File: src/hw/rtl/brf_pkg.sv
// Shared operation codes and the decoded-operation record for the byte ring FIFO.
package brf_pkg;
    localparam int DEPTH = 256;

    localparam logic [2:0] FUNC_PUSH    = 3'd0;
    localparam logic [2:0] FUNC_POP     = 3'd1;
    localparam logic [2:0] FUNC_ADVANCE = 3'd2;
    localparam logic [2:0] FUNC_DISCARD = 3'd3;
    localparam logic [2:0] FUNC_POKE    = 3'd4;
    localparam logic [2:0] FUNC_PEEK    = 3'd5;
    localparam logic [2:0] FUNC_PSEEK   = 3'd6;
    localparam logic [2:0] FUNC_BSEEK   = 3'd7;

    localparam int PATTERN_BYTES = 8;

    localparam logic [1:0] WHICH_NONE = 2'd0;
    localparam logic [1:0] WHICH_DATA = 2'd1;
    localparam logic [1:0] WHICH_ALT  = 2'd2;

    typedef struct packed {
        logic [2:0]  func;
        logic [7:0]  data_byte;
        logic [7:0]  alt_byte;
        logic [8:0]  count;
        logic [63:0] pattern;
        logic [3:0]  pattern_len;
    } t_op;
endpackage

File: src/hw/rtl/brf_front.sv
// Front end: accepts operations into a short command queue and clamps the pattern length.
module brf_front #(
    parameter int MAX_PATTERN = 8
) (
    input  logic         i_clk,
    input  logic         i_rst_n,
    input  logic         i_push,
    output logic         o_full,
    input  brf_pkg::t_op i_op,
    output logic         o_valid,
    input  logic         i_take,
    output brf_pkg::t_op o_op
);
    brf_pkg::t_op r_q [2];
    logic         r_wr;
    logic         r_rd;
    logic [1:0]   r_cnt;
    brf_pkg::t_op n_op;

    always_comb begin
        n_op = i_op;
        if (i_op.pattern_len > 4'(MAX_PATTERN)) begin
            n_op.pattern_len = 4'(MAX_PATTERN);
        end
    end

    assign o_full  = (r_cnt == 2'd2);
    assign o_valid = (r_cnt != 2'd0);
    assign o_op    = r_q[r_rd];

    always_ff @(posedge i_clk) begin
        if (i_push && !o_full) begin
            r_q[r_wr] <= n_op;
        end
        if (!i_rst_n) begin
            r_wr  <= 1'b0;
            r_rd  <= 1'b0;
            r_cnt <= 2'd0;
        end else begin
            if (i_push && !o_full) r_wr <= ~r_wr;
            if (i_take && o_valid) r_rd <= ~r_rd;
            r_cnt <= r_cnt + 2'(i_push && !o_full) - 2'(i_take && o_valid);
        end
    end
endmodule

File: src/hw/rtl/brf_back.sv
// Back end: byte store, pointers, seek walker and one-entry result register.
module brf_back (
    input  logic         i_clk,
    input  logic         i_rst_n,
    input  logic         i_valid,
    output logic         o_take,
    input  brf_pkg::t_op i_op,
    output logic         o_empty,
    input  logic         i_pop,
    output logic [7:0]   o_read_data,
    output logic [8:0]   o_moved,
    output logic [8:0]   o_found_at,
    output logic [1:0]   o_which_byte,
    output logic [8:0]   o_level
);
    localparam int AW = $clog2(brf_pkg::DEPTH);
    localparam int PW = AW + 1;
    localparam logic [2:0] S_IDLE = 3'd0;
    localparam logic [2:0] S_READ = 3'd1;
    localparam logic [2:0] S_WALK = 3'd2;
    localparam logic [2:0] S_DONE = 3'd3;
    localparam logic [2:0] S_CMP  = 3'd4;

    logic [7:0]    r_mem [brf_pkg::DEPTH];
    logic [7:0]    r_rdata;
    logic [PW-1:0] r_wp;
    logic [PW-1:0] r_rp;
    logic [2:0]    r_state;
    brf_pkg::t_op  r_op;
    logic [PW-1:0] r_idx;    // walk position, next byte to fetch
    logic [PW-1:0] r_start;  // current candidate start offset
    logic [3:0]    r_j;      // byte index inside candidate
    logic          r_out_v;
    logic [7:0]    r_rd_o;
    logic [8:0]    r_mv_o;
    logic [8:0]    r_fd_o;
    logic [1:0]    r_wb_o;

    logic [PW-1:0] w_fill;
    logic [PW-1:0] w_free;
    logic [PW-1:0] w_cnt;
    logic [PW-1:0] w_n;
    logic [7:0]    w_want;
    logic          w_start;
    logic [AW-1:0] w_raddr;
    logic          w_fetch;

    assign w_fill = r_wp - r_rp;
    assign w_free = PW'(brf_pkg::DEPTH) - w_fill;
    assign w_cnt  = (PW >= 9) ? PW'(i_op.count) : ((i_op.count > 9'(brf_pkg::DEPTH))
                    ? PW'(brf_pkg::DEPTH) : PW'(i_op.count));
    assign w_start = i_valid && (r_state == S_IDLE) && !r_out_v;
    assign o_take  = w_start;
    assign w_want  = r_op.pattern[{r_j[2:0], 3'b000} +: 8];

    always_comb begin
        w_fetch = 1'b0;
        w_raddr = r_rp[AW-1:0] + r_idx[AW-1:0];
        if (w_start && (i_op.func == brf_pkg::FUNC_POP || i_op.func == brf_pkg::FUNC_PEEK)) begin
            w_fetch = 1'b1;
            w_raddr = (i_op.func == brf_pkg::FUNC_PEEK) ? r_rp[AW-1:0] + AW'(i_op.count)
                                                       : r_rp[AW-1:0];
        end else if (r_state == S_WALK) begin
            w_fetch = 1'b1;
        end
    end

    always_comb begin
        w_n = (w_cnt < ((i_op.func == brf_pkg::FUNC_ADVANCE) ? w_free : w_fill))
            ? w_cnt : ((i_op.func == brf_pkg::FUNC_ADVANCE) ? w_free : w_fill);
    end

    always_ff @(posedge i_clk) begin
        if (w_fetch) r_rdata <= r_mem[w_raddr];
        if (w_start && i_op.func == brf_pkg::FUNC_PUSH && w_free != '0) begin
            r_mem[r_wp[AW-1:0]] <= i_op.data_byte;
        end
        if (w_start && i_op.func == brf_pkg::FUNC_POKE) begin
            r_mem[r_wp[AW-1:0] + AW'(i_op.count)] <= i_op.data_byte;
        end
    end

    always_ff @(posedge i_clk) begin
        if (!i_rst_n) begin
            r_wp    <= '0;
            r_rp    <= '0;
            r_state <= S_IDLE;
            r_out_v <= 1'b0;
        end else begin
            if (r_out_v && i_pop) r_out_v <= 1'b0;
            case (r_state)
                S_IDLE: begin
                    if (w_start) begin
                        r_op    <= i_op;
                        r_rd_o  <= '0;
                        r_mv_o  <= '0;
                        r_fd_o  <= '0;
                        r_wb_o  <= brf_pkg::WHICH_NONE;
                        r_idx   <= '0;
                        r_start <= '0;
                        r_j     <= '0;
                        r_state <= S_DONE;
                        case (i_op.func)
                            brf_pkg::FUNC_PUSH: begin
                                if (w_free != '0) begin
                                    r_wp   <= r_wp + 1'b1;
                                    r_mv_o <= 9'd1;
                                end
                            end
                            brf_pkg::FUNC_POP: begin
                                if (w_fill != '0) begin
                                    r_mv_o  <= 9'd1;
                                    if (w_fill == PW'(1)) begin
                                        r_wp <= '0;
                                        r_rp <= '0;
                                    end else begin
                                        r_rp <= r_rp + 1'b1;
                                    end
                                    r_state <= S_READ;
                                end
                            end
                            brf_pkg::FUNC_ADVANCE: begin
                                r_wp   <= r_wp + w_n;
                                r_mv_o <= 9'(w_n);
                            end
                            brf_pkg::FUNC_DISCARD: begin
                                r_mv_o <= 9'(w_n);
                                if (w_n == w_fill) begin
                                    r_wp <= '0;
                                    r_rp <= '0;
                                end else begin
                                    r_rp <= r_rp + w_n;
                                end
                            end
                            brf_pkg::FUNC_POKE: begin
                            end
                            brf_pkg::FUNC_PEEK: r_state <= S_READ;
                            brf_pkg::FUNC_PSEEK: begin
                                if (i_op.pattern_len != '0 &&
                                    w_fill >= PW'(i_op.pattern_len)) begin
                                    r_state <= S_WALK;
                                end
                            end
                            default: begin
                                if (w_fill != '0) r_state <= S_WALK;
                            end
                        endcase
                    end
                end
                S_READ: begin
                    r_rd_o  <= r_rdata;
                    r_out_v <= 1'b1;
                    r_state <= S_IDLE;
                end
                S_WALK: begin
                    // fetch byte r_idx this cycle; compare it next cycle
                    r_idx   <= r_idx + 1'b1;
                    r_state <= S_CMP;
                end
                S_CMP: begin
                    if (r_op.func == brf_pkg::FUNC_BSEEK) begin
                        if (r_rdata == r_op.data_byte) begin
                            r_wb_o  <= brf_pkg::WHICH_DATA;
                            r_state <= S_DONE;
                        end else if (r_rdata == r_op.alt_byte) begin
                            r_wb_o  <= brf_pkg::WHICH_ALT;
                            r_state <= S_DONE;
                        end else if (r_idx == w_fill) begin
                            r_state <= S_DONE;
                        end else begin
                            r_state <= S_WALK;
                        end
                    end else begin
                        if (r_rdata == w_want) begin
                            if (r_j + 4'd1 == r_op.pattern_len) begin
                                r_fd_o  <= 9'(r_start) + 9'd1;
                                r_state <= S_DONE;
                            end else begin
                                r_j     <= r_j + 4'd1;
                                r_state <= S_WALK;
                            end
                        end else if (r_start + PW'(r_op.pattern_len) >= w_fill) begin
                            r_state <= S_DONE;
                        end else begin
                            // restart at next candidate
                            r_start <= r_start + 1'b1;
                            r_idx   <= r_start + 1'b1;
                            r_j     <= '0;
                            r_state <= S_WALK;
                        end
                    end
                end
                S_DONE: begin
                    r_out_v <= 1'b1;
                    r_state <= S_IDLE;
                end
                default: r_state <= S_IDLE;
            endcase
        end
    end

    assign o_empty      = !r_out_v;
    assign o_read_data  = r_rd_o;
    assign o_moved      = r_mv_o;
    assign o_found_at   = r_fd_o;
    assign o_which_byte = r_wb_o;
    assign o_level      = 9'(w_fill);
endmodule

File: src/hw/rtl/byte_ring_fifo_with_search_unit.sv
// Top level of the byte ring FIFO with search.
// Operations enter a two-entry command queue and run one at a time in the back end.
// Push, advance, discard and poke show their result through S_DONE after the back end
// takes them from the queue, pop of a stored byte and peek through S_READ; pop and peek
// read the store through its single registered port as they are taken. A pattern seek
// walks stored bytes in turns of S_WALK (fetch) and S_CMP (compare), restarting at the
// next candidate after each mismatch; a two-byte seek stops at the first byte that
// matches either byte or at the end of the fill. The result register holds one result
// and the back end takes the next operation only after it is popped.
module byte_ring_fifo_with_search_unit #(
    parameter int MAX_PATTERN = 8
) (
    input  logic        i_clk,
    input  logic        i_rst_n,
    input  logic        push,
    output logic        full,
    input  logic [2:0]  i_func,
    input  logic [7:0]  i_data_byte,
    input  logic [7:0]  i_alt_byte,
    input  logic [8:0]  i_count,
    input  logic [63:0] i_pattern,
    input  logic [3:0]  i_pattern_len,
    output logic        empty,
    input  logic        pop,
    output logic [7:0]  o_read_data,
    output logic [8:0]  o_moved,
    output logic [8:0]  o_found_at,
    output logic [1:0]  o_which_byte,
    output logic [8:0]  o_level
);
    brf_pkg::t_op w_in;
    brf_pkg::t_op w_op;
    logic         w_valid;
    logic         w_take;

    assign w_in = '{func: i_func, data_byte: i_data_byte, alt_byte: i_alt_byte,
                    count: i_count, pattern: i_pattern, pattern_len: i_pattern_len};

    brf_front #(.MAX_PATTERN(MAX_PATTERN)) u_front (
        .i_clk(i_clk), .i_rst_n(i_rst_n), .i_push(push), .o_full(full),
        .i_op(w_in), .o_valid(w_valid), .i_take(w_take), .o_op(w_op)
    );

    brf_back u_back (
        .i_clk(i_clk), .i_rst_n(i_rst_n), .i_valid(w_valid), .o_take(w_take),
        .i_op(w_op), .o_empty(empty), .i_pop(pop), .o_read_data(o_read_data),
        .o_moved(o_moved), .o_found_at(o_found_at), .o_which_byte(o_which_byte),
        .o_level(o_level)
    );
endmodule

File: config.mk
export PLATFORM = sky130hd
export DESIGN_NAME = byte_ring_fifo_with_search_unit
export DESIGN_NICKNAME = d
export VERILOG_FILES = /design/src/hw/rtl/brf_pkg.sv /design/src/hw/rtl/brf_front.sv /design/src/hw/rtl/brf_back.sv /design/src/hw/rtl/byte_ring_fifo_with_search_unit.sv
export SDC_FILE = /design/constraint.sdc
export NUM_CORES = 2
export LEC_CHECK = 0
export ABC_CLOCK_PERIOD_IN_PS = 8200
export BUFFER_PORTS_ARGS = -buffer_cell sky130_fd_sc_hd__buf_2
export CORE_AREA = 3 3 336 587
export DETAILED_ROUTE_END_ITERATION = 7
export DIE_AREA = 0 0 339 590
export GPL_TIMING_DRIVEN = 0
export PLACE_DENSITY = 0.67
export SLEW_MARGIN = 25
export SYNTH_ARGS = -nofsm -noshare
export SYNTH_HDL_FRONTEND = slang
export SYNTH_SLANG_ARGS = --single-unit
File: constraint.sdc
create_clock -name i_clk -period 8.2 [get_ports i_clk]
set_input_delay 0.41 -clock i_clk [delete_from_list [all_inputs] [get_ports i_clk]]
set_output_delay 0.41 -clock i_clk [all_outputs]
set_load 0.05 [all_outputs]
# Word level (Yosys, flattened, before mapping)
# Memories as Yosys holds them, arrays and structs flattened. A register that Yosys moved wholly into a read port is not among the register bits.
# Cells that the tools add are included.
# word_totals
register_bits	163
mem_bits_rw	2240
in_bits	100
output_inout_bits	39
word_cells	182
mem_count	2
# memory_table
name	words	word_bits	read_ports	rd_clocked_by_memory_dff	wr	line_no	rtl
u_back.r_mem	256	8	1	1	1	brf_back.sv:24	logic [7:0] r_mem [brf_pkg::DEPTH];
u_front.r_q	2	96	1	1	1	brf_front.sv:14	brf_pkg::t_op r_q [2];
# classes
n_addsub	15
magnitude_cmp	4
eq_ne	33
shifts	1
muxes	68
bitwise_logic	2
reduce_logical	38
# op_table
operator	count
$mux W9	16
$shiftx A64 B7 Y8	1
$pmux W9 S2	3
$pmux W9 S3	2
$mux W8	5
$add A9 B1 Y9 const B	4
$pmux W9 S4	1
$add A8 B8 Y8	3
$eq A8 B8 Y1	3
$mux W4	6
$reduce_and A6 Y1	4
$mux W1	20
$add A9 B9 Y9	2
$eq A9 B9 Y1	2
$reduce_bool A9 Y1	2
$pmux W8 S2	1
$eq A3 B3 Y1 const B	5
$mux W3	5
$eq A3 B2 Y1 const B	4
$ne A2 B2 Y1 const B	6
$pmux W3 S4	1
$logic_and A1 B1 Y1	10
$mux W2	5
$ne A2 B1 Y1 const B	5
other kinds (34)	45

# Depth between registers and ports, before layout
# depth
word_depth	8
ltp_mapped	33
depth_no_buf	32

# By module
# From an unflattened synthesis, not the netlist that was laid out.
# unflattened
hier_cells	5948
area_unflattened_um2	99228.9
# by_module_without_submodules
module	instances	cells_per_inst	area_each_um2	seq_area_each_um2
brf_back	1	5618	91841.8	66293.6
brf_front	1	330	7387.1	5865.6

# Worst setup path before layout
# OpenSTA, ideal clock, no wires.
# synth_timing
path_kind	reg2reg
startpoint	register u_back.r_rp[1]
endpoint	register u_back.r_wp[8]
setup_ns	0.122
arrival_time_ns	6.702
t_required_ns	8.078
path_slack_ns	1.376
path_stages_with_launch	32
n_path_buf	1
period_less_slack_ns	6.824
path_cell_list	dfxtp_1 inv_1 ha_1 nor2b_1 o2111ai_1 a21oi_1 a211oi_2 xnor2_1 nor3_1 ha_1 nor2_1 a21oi_1 ha_1 a211o_1 o22ai_1 a31oi_1 clkbuf_1 nor2_1 a21oi_1 nand2b_1 ha_1 fa_1 a21oi_1 nor2_1 nor2_1 o21bai_1 a21oi_1 o21bai_1 a21oi_1 xnor2_1 nor2_1 a311o_1
# synth_between
elab_chain_cells	8
elab_cells_between_ends	16
classes_between	3 x add/sub; 1 x order compare; 6 x eq/ne; 3 x mux; 3 x reduce/logical
# synth_lines
item	line_no	rtl
start, declared	brf_back.sv:27	logic [PW-1:0] r_rp;
start signal, assigned	brf_back.sv:117	r_rp <= r_rp + 1'b1;
start signal, assigned	brf_back.sv:132	r_rp <= r_rp + w_n;
$sub A9 B9 Y9 *	brf_back.sv:48	assign w_fill = r_wp - r_rp;
named net o_level[7]	byte_ring_fifo_with_search_unit.sv:29	output logic [8:0] o_level
parallel branches: the longest is 7 deep, another holds $sub A9 B9 Y9	-	
end signal, assigned	brf_back.sv:106	r_wp <= r_wp + 1'b1;
end signal, assigned	brf_back.sv:123	r_wp <= r_wp + w_n;
end, declared	brf_back.sv:26	logic [PW-1:0] r_wp;
# Mark *: on every way through the listed nets, which the timed path passes.
# A chain may end at the register's enable or synchronous reset.

==> summary.txt <==
Clock tree
  • CTS Buf Count: 218
  • Clk pin slew, worst setup/hold paths: about 70 ps
  • CTS tree: done
  • Root Buffer: clkbuf_16
  • Clock sinks: 2412
  • Setup Buffers After CTS: 0
  • Clk Latency, worst-skew pair: ~900 ps
  • Max H-tree Level: 4
  • Max Root-Sink Buffers: 4

Timing
  • Final Hold Viols: 0
  • Final setup viols: 7
  • RSZ-0062 raised after global routing: false
  • Worst setup margin: -275 ps
  • Final worst path period share: 103%
  • Minimum clock period: approximately 8500 ps
  • Count of pins over their slew limit: 0
  • Rel. slew slack: between 10% and 20%
  • Slew @ Worst Pin: around 1200 ps
  • Fmax: around 120 MHz
  • Clock Skews: slightly below 80 ps
  • Final setup TNS: -1440 ps

Min path
  • Worst hold path type: in -> reg

Floorplanning
  • Rows: about 210
  • Initial Utilization: around 50%
  • Core ar.: around 0.19 mm^2
  • Chip height: 590 um
  • Top Ports: 139
  • Die area: about 0.20 mm^2
  • Die width: approximately 340 um

Synthesis
  • Ys async rst share: 0%
  • Syn nets: ~5800
  • Top FF cell, synth: edfxtp_1
  • Yosys cell types: 110
  • Synthesis Warnings: 0
  • Top post-synthesis cells by area: edfxtp_1, mux4_2, nand2_1, mux2i_1, nor3_1
  • Post-Syn Area: around 0.098 mm^2
  • Top cells by count, synth: edfxtp_1, nand2_1, mux4_2
  • Most numerous cell in the Yosys netlist: edfxtp_1
  • Post-synth top area share: 72.9%
  • Syn_area_per_cell: about 18 um^2
  • Mapped Cells: about 5600
  • Number of synthesized flops with an enable pin: 2385
  • Register area share after synthesis: approximately three quarters
  • #FFs+latches synth: 2412
  • Area leader, netlist: edfxtp_1

Critical path
  • Worst Reg-to-Reg Cells: 17
  • Crit-path max FO: 10
  • CP Launch Type: register
  • R2r setup slk: -270 ps
  • CP endpoint: u_back.r_rdata[4]
  • CP Capture Type: register
  • Worst r2r dst: u_back.r_rdata[4]
  • WP data required: around 8800 ps
  • WP data arrival: 9020 ps
  • WS Path Type: reg -> reg

Pwr
  • Peak VDD IR: approximately 0.00043 V
  • Sw Pwr: ~26000 uW
  • Part of the power in registers: about 28%
  • Leak: around 0.038 uW
  • Comb power frac: a little over half
  • Internal: 28300 uW
  • Clock power share: about 20%
  • Switching Share: between 40% and 50%
  • Total power draw: 54200 uW
  • PD cells: 469 mW/mm^2

Global route
  • Total gr overflow: 0
  • Initial antenna violation count: 49
  • First-pass GRT wire length: roughly 580 mm
  • Largest net degree at the start of global routing: 117
  • GR Util All Layers: around 45%
  • Vias in the first global route: 61500

Place
  • RePlAce Congestion: around 1.1
  • Setup Slack @ Placement: -471 ps
  • IO buf count: around 140
  • DPL Wire Length: roughly 310 mm

Routing
  • DRC errors left: 2
  • Routed WL per cell: a little under 50 um
  • WL final: approximately 450 mm
  • Post-route ant nets: 0
  • Pre-Repair DR Iteration Count: 8
  • Vias per cell: 7.11
  • Vias: between 60000 and 70000
  • Initial DRC Count: ~11000

Cells and area
  • Layout area overhead: 17.7%
  • Layout cells sized above 1: 28.2%
  • Final net count: 6507

Run
  • MaxCap Viol Count: 0

Run status
  • Failing checks: design-rule violations, negative setup slack
  • Outcome: complete, but fails checks
-- cell families after synthesis --
logic type / share of synthesized area, %
and+or+nand+nor: 6.01
xor gates and xnor gates: 1.05
DFF: 73.5
muxes: 11.3
buffers and inverters: 2.05
adders and majority gates: 1.17
AOI/OAI and AO/OA: 4.89
-- state kept, by name, indices dropped and copies added (netlist names), 3 cells and up, named ones only --
name,cells
u_back.r_mem,2048
u_front.r_q,192
u_back.r_op,87
u_back.o_found_at,9
u_back.o_moved,9
u_back.r_idx,9
u_back.r_rp,9
u_back.r_start,9
u_back.r_wp,9
u_back.o_read_data,8
u_back.r_rdata,8
u_back.r_j,4
u_back.r_state,3
-- routing by layer --
layer	routed length [um]	GRT usage, %	vias to the layer above
met3	49800	12.4	1781
met2	204000	68.8	5671
met5	162	0.0718	-
met1	137000	49.7	33300
met4	54900	43.0	20
li1	-	-	24000
-- critical path: stages, from the launching register on --
cell and delay (ps):
dfxtp_1 560, buf_4 270, buf_4 270, mux2i_1 270, inv_1 310, fa_1 630
mux2_1 220, mux2_2 450, buf_4 340, buf_2 930, buf_2 940, buf_2 670
nand2_1 110, a32oi_1 650, a31oi_1 310, o22ai_1 250, nor2_1 100, a221oi_2 710
-- placed cells by master, fill, tap and decap left out, drive strengths merged, types with 64 or more instances in the layout --
cell            n
nand2         534
edfxtp       2385
dlygate4sd3    99
ha             81
nor3          292
mux4          372
mux2          101
a21oi         114
buf           599
inv            74
nor2          120
clkinv         91
nand3         137
xnor2          64
clkbuf        413
mux2i         159
a22oi          91
-- how the worst min path moves through the flow --
stage | start | end | slack (ps) | depth (start not counted)
6_report | i_rst_n | u_back.r_rp[8] | 80 | 4
5_1_grt | i_rst_n | u_back.r_rp[8] | 100 | 4
4_1_cts | i_rst_n | u_back.r_rp[8] | 30 | 4
3_5_place_dp | u_front.r_rd | u_front.r_rd | 510 | 2
3_3_place_gp | u_front.r_rd | u_front.r_rd | 500 | 2
2_1_floorplan | u_front.r_rd | register | 480 | 2
-- cell type report --
type,count,area (um^2)
Fill cell,14200,77100
Sequential cell,2412,72200
Multi-Input combinational cell,2758,25700
Clock buffer,250,5620
Timing Repair Buffer,531,5040
Tap cell,2580,3230
Buffer,330,1940
Clock inverter,136,1510
Inverter,68,258
Antenna cell,48,120
-- power groups by stage --
| stage | logic, uW | registers, uW | clock network, uW |
|---|---|---|---|
| after floorplan | 11300 | 15900 | 0 |
| after global placement | 24900 | 16100 | 0 |
| after detailed placement | 26400 | 15700 | 0 |
| after CTS | 26500 | 15400 | 10600 |
| after global routing | 27600 | 15500 | 11000 |
| final | 28200 | 15400 | 10600 |
-- metrics by stage --
step	instance area, um^2	util [%]	std cells	hold slack, ps
5_1_grt	115000	59.9	9068	102
6_report	116000	60.0	9113	83.6
3_3_place_gp	102000	53.0	8286	496
2_1_floorplan	98200	-	5568	481
4_1_cts	115000	59.9	9064	32.0
3_5_place_dp	107000	55.7	8579	506
-- what timing repair did --
action / CTS / global route
endpoints found under the hold margin: 194 / 0
cloned: 0 / 0
resized for setup: 6 / 12
endpoints found under the setup margin: 4 / 8
hold buffers: 99 / 0
No activity file was read; power rests on OpenSTA's default activity.
